File: config.mk
export PLATFORM = sky130hd
export DESIGN_NAME = buffer_change_tracker
export DESIGN_NICKNAME = d
export VERILOG_FILES = /design/src/design/bct_pkg.sv /design/src/design/bct_ctrl.sv /design/src/design/bct_datapath.sv /design/src/design/buffer_change_tracker.sv
export SDC_FILE = /design/constraint.sdc
export NUM_CORES = 2
export LEC_CHECK = 0
export BUFFER_PORTS_ARGS = -buffer_cell sky130_fd_sc_hd__buf_2
export CAP_MARGIN = 10
export CELL_PAD_IN_SITES_DETAIL_PLACEMENT = 0
export CELL_PAD_IN_SITES_GLOBAL_PLACEMENT = 2
export CORE_ASPECT_RATIO = 0.9
export CORE_UTILIZATION = 25
export CTS_CLUSTER_SIZE = 30
export DETAILED_ROUTE_END_ITERATION = 6
export GPL_TIMING_DRIVEN = 0
export PLACE_DENSITY = 0.59
export SYNTH_ARGS = -nofsm -noshare
export SYNTH_HDL_FRONTEND = slang
export SYNTH_HIERARCHICAL = 1
export SYNTH_SLANG_ARGS = --single-unit
File: constraint.sdc
create_clock -name i_clk -period 7.3 [get_ports i_clk]
set_input_delay 1.095 -clock i_clk [delete_from_list [all_inputs] [get_ports i_clk]]
set_output_delay 1.095 -clock i_clk [all_outputs]
set_load 0.02 [all_outputs]
File: src/design/bct_pkg.sv
// Shared types and constants for the buffer change tracker.
// No dependencies; imported by the controller, datapath and top level.
`timescale 1ns / 1ps

package bct_pkg;

    // Defaults for the top-level parameters.
    localparam int DEF_SLOTS         = 16;
    localparam int DEF_ADDRESS_WIDTH = 32;

    // Widths of the request and configuration fields.
    localparam int ADDR_PORT_W = 32;
    localparam int SIZE_W      = 16;
    localparam int CRC_W       = 16;
    localparam int CFG_W       = 5;

    // Reset value of the active slot count.
    localparam logic [CFG_W-1:0] CFG_RESET = 5'd16;

    // Controller states.
    typedef enum logic [1:0] {
        ST_IDLE,
        ST_COMPARE,
        ST_UPDATE
    } t_state;

    // Commands from the controller to the datapath.
    typedef struct packed {
        logic load;     // capture an accepted request
        logic compare;  // register the per-slot match flags
        logic commit;   // write the slot table and present the result
    } t_cmd;

endpackage

File: src/design/bct_ctrl.sv
// Controller state machine for the buffer change tracker.
// Depends on bct_pkg; drives the command struct to bct_datapath.
`timescale 1ns / 1ps

module bct_ctrl
    import bct_pkg::*;
(
    input  logic i_clk,
    input  logic i_rst_n,
    input  logic i_start,
    output logic o_busy,
    output logic o_valid,
    output t_cmd o_cmd
);

    t_state r_state;
    t_state n_state;
    logic   w_accept;

    // A request can be taken while idle or while the previous result is shown.
    assign w_accept = i_start && ((r_state == ST_IDLE) || (r_state == ST_UPDATE));

    // State register.
    always_ff @(posedge i_clk) begin
        if (!i_rst_n) begin
            r_state <= ST_IDLE;
        end else begin
            r_state <= n_state;
        end
    end

    // Next-state logic.
    always_comb begin
        n_state = r_state;
        case (r_state)
            ST_IDLE: begin
                if (w_accept) n_state = ST_COMPARE;
            end
            ST_COMPARE: begin
                n_state = ST_UPDATE;
            end
            ST_UPDATE: begin
                n_state = w_accept ? ST_COMPARE : ST_IDLE;
            end
            default: begin
                n_state = ST_IDLE;
            end
        endcase
    end

    // Output decode.
    always_comb begin
        o_cmd.load    = w_accept;
        o_cmd.compare = 1'b0;
        o_cmd.commit  = 1'b0;
        o_busy        = 1'b0;
        o_valid       = 1'b0;
        case (r_state)
            ST_IDLE: begin
            end
            ST_COMPARE: begin
                o_cmd.compare = 1'b1;
                o_busy        = 1'b1;
            end
            ST_UPDATE: begin
                o_cmd.commit = 1'b1;
                o_valid      = 1'b1;
            end
            default: begin
            end
        endcase
    end

endmodule

File: src/design/bct_datapath.sv
// Datapath of the buffer change tracker: slot table, parallel compare and update.
// Depends on bct_pkg; commanded by bct_ctrl.
`timescale 1ns / 1ps

module bct_datapath
    import bct_pkg::*;
#(
    parameter int SLOTS         = DEF_SLOTS,
    parameter int ADDRESS_WIDTH = DEF_ADDRESS_WIDTH
) (
    input  logic                   i_clk,
    input  logic                   i_rst_n,
    input  t_cmd                   i_cmd,
    input  logic                   i_cfg_we,
    input  logic [CFG_W-1:0]       i_cfg_data,
    input  logic [ADDR_PORT_W-1:0] i_block_address,
    input  logic [SIZE_W-1:0]      i_block_size,
    input  logic [CRC_W-1:0]       i_block_crc,
    output logic                   o_changed
);

    localparam int KEY_W = (ADDRESS_WIDTH < ADDR_PORT_W) ? ADDRESS_WIDTH : ADDR_PORT_W;
    localparam int CW    = $clog2(SLOTS + 1);
    localparam int NW    = (CW > CFG_W) ? CW : CFG_W;

    // Configuration register.
    logic [CFG_W-1:0] r_active;

    // Captured request.
    logic [KEY_W-1:0]  r_req_addr;
    logic [SIZE_W-1:0] r_req_size;
    logic [CRC_W-1:0]  r_req_crc;

    // Slot table.
    logic [KEY_W-1:0]  r_slot_addr [SLOTS];
    logic [SIZE_W-1:0] r_slot_size [SLOTS];
    logic [CRC_W-1:0]  r_slot_crc  [SLOTS];
    logic [SLOTS-1:0]  r_slot_vld;

    // Registered compare flags.
    logic [SLOTS-1:0] r_match;
    logic [SLOTS-1:0] r_free;
    logic [SLOTS-1:0] r_crc_eq;

    logic [NW-1:0]    w_n_use;
    logic [SLOTS-1:0] w_in_range;
    logic [SLOTS-1:0] w_last;
    logic [SLOTS-1:0] w_stop;
    logic [SLOTS-1:0] w_first;
    logic             w_addr_nz;
    logic             w_shift;

    // Configuration write.
    always_ff @(posedge i_clk) begin
        if (!i_rst_n) begin
            r_active <= CFG_RESET;
        end else if (i_cfg_we) begin
            r_active <= i_cfg_data;
        end
    end

    // Slots in use: zero counts as one, anything above the table size saturates.
    always_comb begin
        if (r_active == '0) begin
            w_n_use = NW'(1);
        end else if (NW'(r_active) > NW'(SLOTS)) begin
            w_n_use = NW'(SLOTS);
        end else begin
            w_n_use = NW'(r_active);
        end
    end

    // Range and last-slot masks for the active part of the table.
    always_comb begin
        for (int i = 0; i < SLOTS; i++) begin
            w_in_range[i] = NW'(i) < w_n_use;
            w_last[i]     = NW'(i) == (w_n_use - NW'(1));
        end
    end

    // Request capture on each accepted transfer.
    always_ff @(posedge i_clk) begin
        if (i_cmd.load) begin
            r_req_addr <= i_block_address[KEY_W-1:0];
            r_req_size <= i_block_size;
            r_req_crc  <= i_block_crc;
        end
    end

    // Parallel compare of the request against every active slot.
    always_ff @(posedge i_clk) begin
        if (i_cmd.compare) begin
            for (int i = 0; i < SLOTS; i++) begin
                r_match[i]  <= w_in_range[i] && r_slot_vld[i] &&
                               (r_slot_addr[i] == r_req_addr) &&
                               (r_slot_size[i] == r_req_size);
                r_free[i]   <= w_in_range[i] && !r_slot_vld[i];
                r_crc_eq[i] <= r_slot_crc[i] == r_req_crc;
            end
        end
    end

    // The lowest slot that is either free or matching decides the outcome.
    assign w_stop    = r_match | r_free;
    assign w_first   = w_stop & (~w_stop + SLOTS'(1));
    assign w_addr_nz = r_req_addr != '0;
    assign w_shift   = w_addr_nz && (w_stop == '0);

    // Unchanged only when the deciding slot matches with an equal CRC.
    assign o_changed = !(w_addr_nz && ((w_first & r_match & r_crc_eq) != '0));

    // Per-slot update: shift toward slot zero, fill a free slot, or refresh the CRC.
    for (genvar g = 0; g < SLOTS; g++) begin : g_slot
        logic [KEY_W-1:0]  w_next_addr;
        logic [SIZE_W-1:0] w_next_size;
        logic [CRC_W-1:0]  w_next_crc;
        logic              w_next_vld;

        if (g < SLOTS - 1) begin : g_up
            assign w_next_addr = r_slot_addr[g+1];
            assign w_next_size = r_slot_size[g+1];
            assign w_next_crc  = r_slot_crc[g+1];
            assign w_next_vld  = r_slot_vld[g+1];
        end else begin : g_top
            assign w_next_addr = r_req_addr;
            assign w_next_size = r_req_size;
            assign w_next_crc  = r_req_crc;
            assign w_next_vld  = 1'b1;
        end

        // Slot payload.
        always_ff @(posedge i_clk) begin
            if (i_cmd.commit && w_in_range[g]) begin
                if (w_shift) begin
                    if (w_last[g]) begin
                        r_slot_addr[g] <= r_req_addr;
                        r_slot_size[g] <= r_req_size;
                        r_slot_crc[g]  <= r_req_crc;
                    end else begin
                        r_slot_addr[g] <= w_next_addr;
                        r_slot_size[g] <= w_next_size;
                        r_slot_crc[g]  <= w_next_crc;
                    end
                end else if (w_addr_nz && w_first[g]) begin
                    if (r_free[g]) begin
                        r_slot_addr[g] <= r_req_addr;
                        r_slot_size[g] <= r_req_size;
                    end
                    r_slot_crc[g] <= r_req_crc;
                end
            end
        end

        // Slot valid bit.
        always_ff @(posedge i_clk) begin
            if (!i_rst_n) begin
                r_slot_vld[g] <= 1'b0;
            end else if (i_cmd.commit && w_in_range[g]) begin
                if (w_shift) begin
                    r_slot_vld[g] <= w_last[g] ? 1'b1 : w_next_vld;
                end else if (w_addr_nz && w_first[g]) begin
                    r_slot_vld[g] <= 1'b1;
                end
            end
        end
    end

endmodule

File: src/design/buffer_change_tracker.sv
// The result strobe o_valid follows the accepting edge through the compare state and then the update state.
// The slot compare and the table update each have their own state, and a new request
// can be taken during the update state, while the previous result is shown.
// busy is high only in the compare cycle. The receiver cannot stall results.
// Reset (synchronous, active low) frees every slot and sets the active slot count to 16.
`timescale 1ns / 1ps

// Top level of the buffer change tracker; depends on bct_pkg, bct_ctrl and bct_datapath.
module buffer_change_tracker
    import bct_pkg::*;
#(
    parameter int SLOTS         = DEF_SLOTS,
    parameter int ADDRESS_WIDTH = DEF_ADDRESS_WIDTH
) (
    input  logic                   i_clk,
    input  logic                   i_rst_n,
    input  logic                   start,
    output logic                   busy,
    input  logic                   i_cfg_we,
    input  logic [CFG_W-1:0]       i_cfg_data,
    input  logic [ADDR_PORT_W-1:0] i_block_address,
    input  logic [SIZE_W-1:0]      i_block_size,
    input  logic [CRC_W-1:0]       i_block_crc,
    output logic                   o_valid,
    output logic                   o_changed
);

    t_cmd w_cmd;

    // Sequencing of each request transfer.
    bct_ctrl u_ctrl (
        .i_clk   (i_clk),
        .i_rst_n (i_rst_n),
        .i_start (start),
        .o_busy  (busy),
        .o_valid (o_valid),
        .o_cmd   (w_cmd)
    );

    // Slot table, compare and update.
    bct_datapath #(
        .SLOTS         (SLOTS),
        .ADDRESS_WIDTH (ADDRESS_WIDTH)
    ) u_datapath (
        .i_clk           (i_clk),
        .i_rst_n         (i_rst_n),
        .i_cmd           (w_cmd),
        .i_cfg_we        (i_cfg_we),
        .i_cfg_data      (i_cfg_data),
        .i_block_address (i_block_address),
        .i_block_size    (i_block_size),
        .i_block_crc     (i_block_crc),
        .o_changed       (o_changed)
    );

`ifndef SYNTHESIS
    // The compare cycle is always followed by a result.
    a_compare_then_result: assert property (@(posedge i_clk) disable iff (!i_rst_n)
        busy |=> o_valid)
        else $error("compare cycle not followed by a result");

    // An accepted request leads to the compare cycle.
    a_accept_then_busy: assert property (@(posedge i_clk) disable iff (!i_rst_n)
        (start && !busy) |=> busy)
        else $error("accepted request did not enter compare");

    // Every result comes from a compare cycle just before it.
    a_result_from_compare: assert property (@(posedge i_clk) disable iff (!i_rst_n)
        o_valid |-> $past(busy))
        else $error("result without a preceding compare");

    // Compare never coincides with load or commit; load may coincide with commit.
    a_cmd_exclusive: assert property (@(posedge i_clk) disable iff (!i_rst_n)
        $onehot0({w_cmd.compare, w_cmd.commit}) && !(w_cmd.compare && w_cmd.load))
        else $error("overlapping datapath commands");
`endif

endmodule

== Yosys cells after proc, flatten, opt, wreduce, memory -nomap -nowiden ==
Memories as Yosys holds them, arrays and structs flattened.
Cells that the tools add are included.

* Add/sub/neg operators: 2
* Order comparisons: 17
* Equality and inequality tests: 66
* Mux-type cells: 422
* Bitwise gates (word level): 101
* Reduce and logical (&&, ||, !) cells: 155

{| class="wikitable"
|+ Operators by type and width
! kind !! count
|-
| 16-bit two-way mux || 64
|-
| 32-bit two-way mux || 32
|-
| 16-bit equality test || 32
|-
| 32-bit equality test || 16
|-
| 1-bit two-way mux || 322
|-
| 1-bit logical AND || 99
|-
| 1-bit bitwise OR || 96
|-
| 16-bit bitwise AND || 3
|-
| 4-bit by 5-bit equality test with 1-bit output, first input constant || 8
|-
| 4-bit by 5-bit < comparator with 1-bit output, first input constant || 8
|-
| 2-bit AND reduction || 16
|-
| 2-bit nonzero test || 16
|-
| 32-bit nonzero test || 1
|-
| 3-bit by 5-bit equality test with 1-bit output, first input constant || 4
|-
| 3-bit by 5-bit < comparator with 1-bit output, first input constant || 4
|-
| 1-bit zero test || 17
|-
| 16-bit by 1-bit adder with 16-bit output, second input constant || 1
|-
| 16-bit zero test || 1
|-
| 16-bit NOT || 1
|-
| 16-bit bitwise OR || 1
|-
| 16-bit nonzero test || 1
|-
| 2-bit by 5-bit equality test with 1-bit output, first input constant || 2
|-
| 5-bit zero test || 2
|-
| 1-bit by 5-bit < comparator with 1-bit output, first input constant || 2
|-
| 12 further kinds || 14
|}

* Flip-flop bits (word level): 135
* Bits in writable memories: 1024
* Bits of input ports: 73
* Output and inout port bits: 3
* Word-level logic and storage cells: 790
* Memories: 3

{| class="wikitable"
|+ Memories
! name !! depth !! width !! rd ports !! clocked after Yosys merged registers in !! write ports !! RTL line !! text
|-
| u_datapath.r_slot_addr || 16 || 32 || 16 || 0 || 16 || bct_datapath.sv:35 || <nowiki>logic [KEY_W-1:0] r_slot_addr [SLOTS];</nowiki>
|-
| u_datapath.r_slot_crc || 16 || 16 || 16 || 0 || 16 || bct_datapath.sv:37 || <nowiki>logic [CRC_W-1:0] r_slot_crc [SLOTS];</nowiki>
|-
| u_datapath.r_slot_size || 16 || 16 || 16 || 0 || 16 || bct_datapath.sv:36 || <nowiki>logic [SIZE_W-1:0] r_slot_size [SLOTS];</nowiki>
|}

== Longest topological paths before layout ==
* Depth after elaboration: 11
* Mapped depth: 11
* Gate-level depth less buffers: 7

== By module ==
The synthesis kept the hierarchy.

{| class="wikitable"
|+ Modules (own cells, without submodules)
! module !! times used !! cells an instance !! area each (µm²)
|-
| bct_datapath || 1 || 4330 || 60819.6
|-
| bct_ctrl || 1 || 10 || 98.8
|}

== Worst setup path after synthesis ==
No wires, ideal clock.

* Path kind: reg-to-reg
* Start: register u_datapath.r_free[1]
* End: memory u_datapath/r_slot_addr[1][100] in the netlist's numbering, enable pin
* Arrival: 5.825 ns
* Required time: 6.891 ns
* Slack: 1.066 ns
* Stages on the path, launching flop included: 6
* Path through: edfxtp_1 > or4_4 > nor4_4 > nand4_1 > a2111oi_0 > o21a_1

{| class="wikitable"
|+ RTL lines
! element !! RTL line !! text
|-
| from (decl) || bct_datapath.sv:42 || <nowiki>logic [SLOTS-1:0] r_free;</nowiki>
|-
| from (signal, indexed assignment) || bct_datapath.sv:97 || <nowiki>r_free[i] <= w_in_range[i] && !r_slot_vld[i];</nowiki>
|-
| to (decl) || bct_datapath.sv:35 ||
|}

==> flow_metrics.env <==
export IMPL_status="complete, no violations"
export IMPL_start_util=0.252
export IMPL_r2r_start="u_datapath/g_slot[15].w_next_addr[0]$_DFFE_PP_"
export IMPL_yosysUniqueCellTypes=77
export IMPL_final_common_cell="edfxtp_1"
export IMPL_rsz0062_at_grt="no"
export IMPL_period_share=0.856
export IMPL_end_kind="register"
export IMPL_stdcell_area_um2=71800
export IMPL_ys_ff_latch=1159
export IMPL_postCtsSetupRepairBufs=0
export IMPL_clock_skew_ns=0.0654
export IMPL_finalSetupViolCount=0
export IMPL_cts_sinks=1159
export IMPL_die_area_um2=246000
export IMPL_coreArea_um2=242000
export IMPL_wl_per_cell_um=40.0
export IMPL_final_nets=4740
export IMPL_antenna_found_initial=43
export IMPL_regToRegEndpoint="u_datapath/r_slot_addr[0][206]$_DFFE_PP_"
export IMPL_hpwl_um=243000
export IMPL_period_needed_ns=6.25
export IMPL_cts_buffers=147
export IMPL_insertion_delay_ns=0.82
export IMPL_final_max_slew_violation_count=0
export IMPL_grt_usage=0.255
export IMPL_cts_hold_buf=0
export IMPL_worst_slew_pin_slew_ns=1.48
export IMPL_grt_pass1_wl_um=410000
export IMPL_final_util=0.297
export IMPL_die_h_um=470
export IMPL_fillCellCount=24416
export IMPL_final_cell_mix="edfxtp_1 (1136), xnor2_1 (558), xor2_1 (377)"
export IMPL_ant_nets=0
export IMPL_vias_per_cell=5.24
export IMPL_path_class="reg2reg"
export IMPL_drcViolationCount=0
export IMPL_ys_async_sr_fraction=0
export IMPL_yosys_warnings=6
export IMPL_leakage_nw=22.9
export IMPL_drive_above_1_share=0.255
export IMPL_hold_viol=0
export IMPL_drt_wl_total_um=320000
export IMPL_cap_violations=0
export IMPL_grt_ovfl_total=0
export IMPL_cts_path_max_buffers=4
export IMPL_required_ns=7.87
export IMPL_area_delta_synth_final_pct=17.9
export IMPL_ctsResizeCount=0
export IMPL_synth_ff_type="edfxtp_1"
export IMPL_reg2reg_slack_ns=1.05
export IMPL_cp_startpoint="u_datapath/g_slot[15].w_next_addr[0]$_DFFE_PP_"
export IMPL_avgSynthCellArea_um2=14.0
export IMPL_root_buffer="clkbuf_16"
export IMPL_synth_edff_count=1136
export IMPL_hp_class="reg2reg"
export IMPL_synth_seq_area_share=0.568
export IMPL_die_width_um=522
export IMPL_startpoint_type="register"
export IMPL_initialDrtViolationCount=6481
export IMPL_synth_nets=4413
export IMPL_path_clk_slew_ns=0.06
export IMPL_power_density_nw_per_um2=224
export IMPL_grt_max_degree=65
export IMPL_slew_headroom=0.0153
export IMPL_rr_worst_depth=11
export IMPL_min_path_cells=0
export IMPL_clock_fmax_ghz=0.160
export IMPL_synth_cells=4340
export IMPL_cts_max_level=4
export IMPL_vdd_drop_max_uv=172
export IMPL_critical_path_endpoint="u_datapath/r_slot_addr[0][206]$_DFFE_PP_"
export IMPL_syn_area_um2=60900
export IMPL_place_area_um2=67300
export IMPL_ios=76
export IMPL_port_buffers=74
export IMPL_num_vias=41835
export IMPL_arrival_ns=6.82
export IMPL_rows=171
export IMPL_dr_pass1_iters=6
export IMPL_first_global_vias=40291
export IMPL_gp_congestion=0.984
export IMPL_crit_fanout=11
export IMPL_cts_tree="yes"
layout make-up:
type                       count  area, um2  area share
antenna                       19       47.5    0.000662
buffer                       355       2180      0.0303
clock buffer                 192       3890      0.0541
clock inverter                59        541     0.00753
inverter                      70        263     0.00366
multi-input combinational   2756      24300       0.338
sequential                  1159      34600       0.481
tap                         3200       4000      0.0558
timing repair buffer         178       2030      0.0282
where the power goes:
group / switching [mW] / internal, mW
clock network: 3.05 / 4.03
logic: 1.10 / 0.498
registers: 0.0508 / 7.36
total: 4.20 / 11.9
layer usage:
| layer | share of wire | vias up | track usage | wire [um] |
|---|---|---|---|---|
| li1 | - | 16793 | - | - |
| met1 | 0.45 | 22110 | 0.368 | 143000 |
| met2 | 0.42 | 2499 | 0.367 | 133000 |
| met3 | 0.091 | 429 | 0.0527 | 29200 |
| met4 | 0.046 | 4 | 0.105 | 14700 |
| met5 | 0.00011 | - | 0 | 34 |
worst min path at each step:
stage	start	endpoint
final	u_datapath/g_slot[15].w_next_addr[6]$_DFFE_PP_	u_datapath/r_slot_addr[1][230]$_DFFE_PP_
after global routing	i_block_crc[2]	u_datapath/g_slot[15].w_next_crc[2]$_DFFE_PP_
after CTS	i_block_crc[11]	u_datapath/g_slot[15].w_next_crc[11]$_DFFE_PP_
after detailed placement	u_datapath/g_slot[15].w_next_addr[6]$_DFFE_PP_	u_datapath/r_slot_addr[1][230]$_DFFE_PP_
after global placement	u_datapath/g_slot[15].w_next_addr[27]$_DFFE_PP_	u_datapath/r_slot_addr[1][251]$_DFFE_PP_
after floorplan	u_datapath/g_slot[15].w_next_addr[0]$_DFFE_PP_	u_datapath/r_slot_addr[1][224]$_DFFE_PP_
cell usage after synthesis, drive strengths merged (8+ instances only):
cell | instances | area share
xnor2 | 558 | 0.080
buf | 177 | 0.023
clkinv | 9 | 0.00055
o22ai | 22 | 0.0023
mux2i | 17 | 0.0028
nor2 | 64 | 0.0057
a21oi | 19 | 0.0016
edfxtp | 1136 | 0.56
nand2 | 206 | 0.013
o221ai | 8 | 0.0012
a31oi | 10 | 0.0010
nor4 | 145 | 0.015
o21ai | 208 | 0.017
nand3 | 15 | 0.0012
nor3 | 32 | 0.0030
clkbuf | 178 | 0.011
xor2 | 377 | 0.054
mux2 | 762 | 0.16
o2111ai | 8 | 0.0012
a221oi | 20 | 0.0029
inv | 61 | 0.0038
nand4 | 169 | 0.018
dfxtp | 23 | 0.0076
o2bb2ai | 9 | 0.0013
a211oi | 10 | 0.0013
metrics by stage:
stage / setup slack [ns] / TNS, ns / power (mW) / hold WS [ns] / std cells
2_1_floorplan: 1.07 / 0 / 8.24 / 0.424 / 4340
3_3_place_gp: -3.62 / -1405.87 / 9.03 / 0.435 / 7614
3_5_place_dp: 1.22 / 0 / 9.08 / 0.431 / 7715
4_1_cts: 1.17 / 0 / 16.2 / 0.391 / 7966
5_1_grt: 0.937 / 0 / 16.4 / 0.411 / 7973
6_report: 1.05 / 0 / 16.1 / 0.437 / 7988
state kept, by name, indices dropped and copies added, names as in the netlist, 32 cells and up:
register and count:
u_datapath/r_slot_crc 256, u_datapath/r_slot_addr 512, u_datapath/g_slot.w_next_addr 32, u_datapath/r_slot_size 256
cell families after synthesis:
logic type | after synthesis | share of synthesized area
xor+xnor | 935 | 0.134
mux | 779 | 0.162
compound gates | 370 | 0.0378
buf+inv | 425 | 0.0380
flops | 1159 | 0.568
simple gates | 672 | 0.0605
critical path, stage by stage, from the launching register on:
cell      delay [ns]
edfxtp_1        0.50
clkbuf_2        0.55
nor4_1          0.43
nand4_1         0.77
o21ai_2         0.94
clkbuf_1        0.74
buf_1           0.87
nor3_2          0.38
buf_6           0.28
buf_6           0.16
buf_6           0.15
buf_6           0.15
No activity file was read; power rests on OpenSTA's default activity.
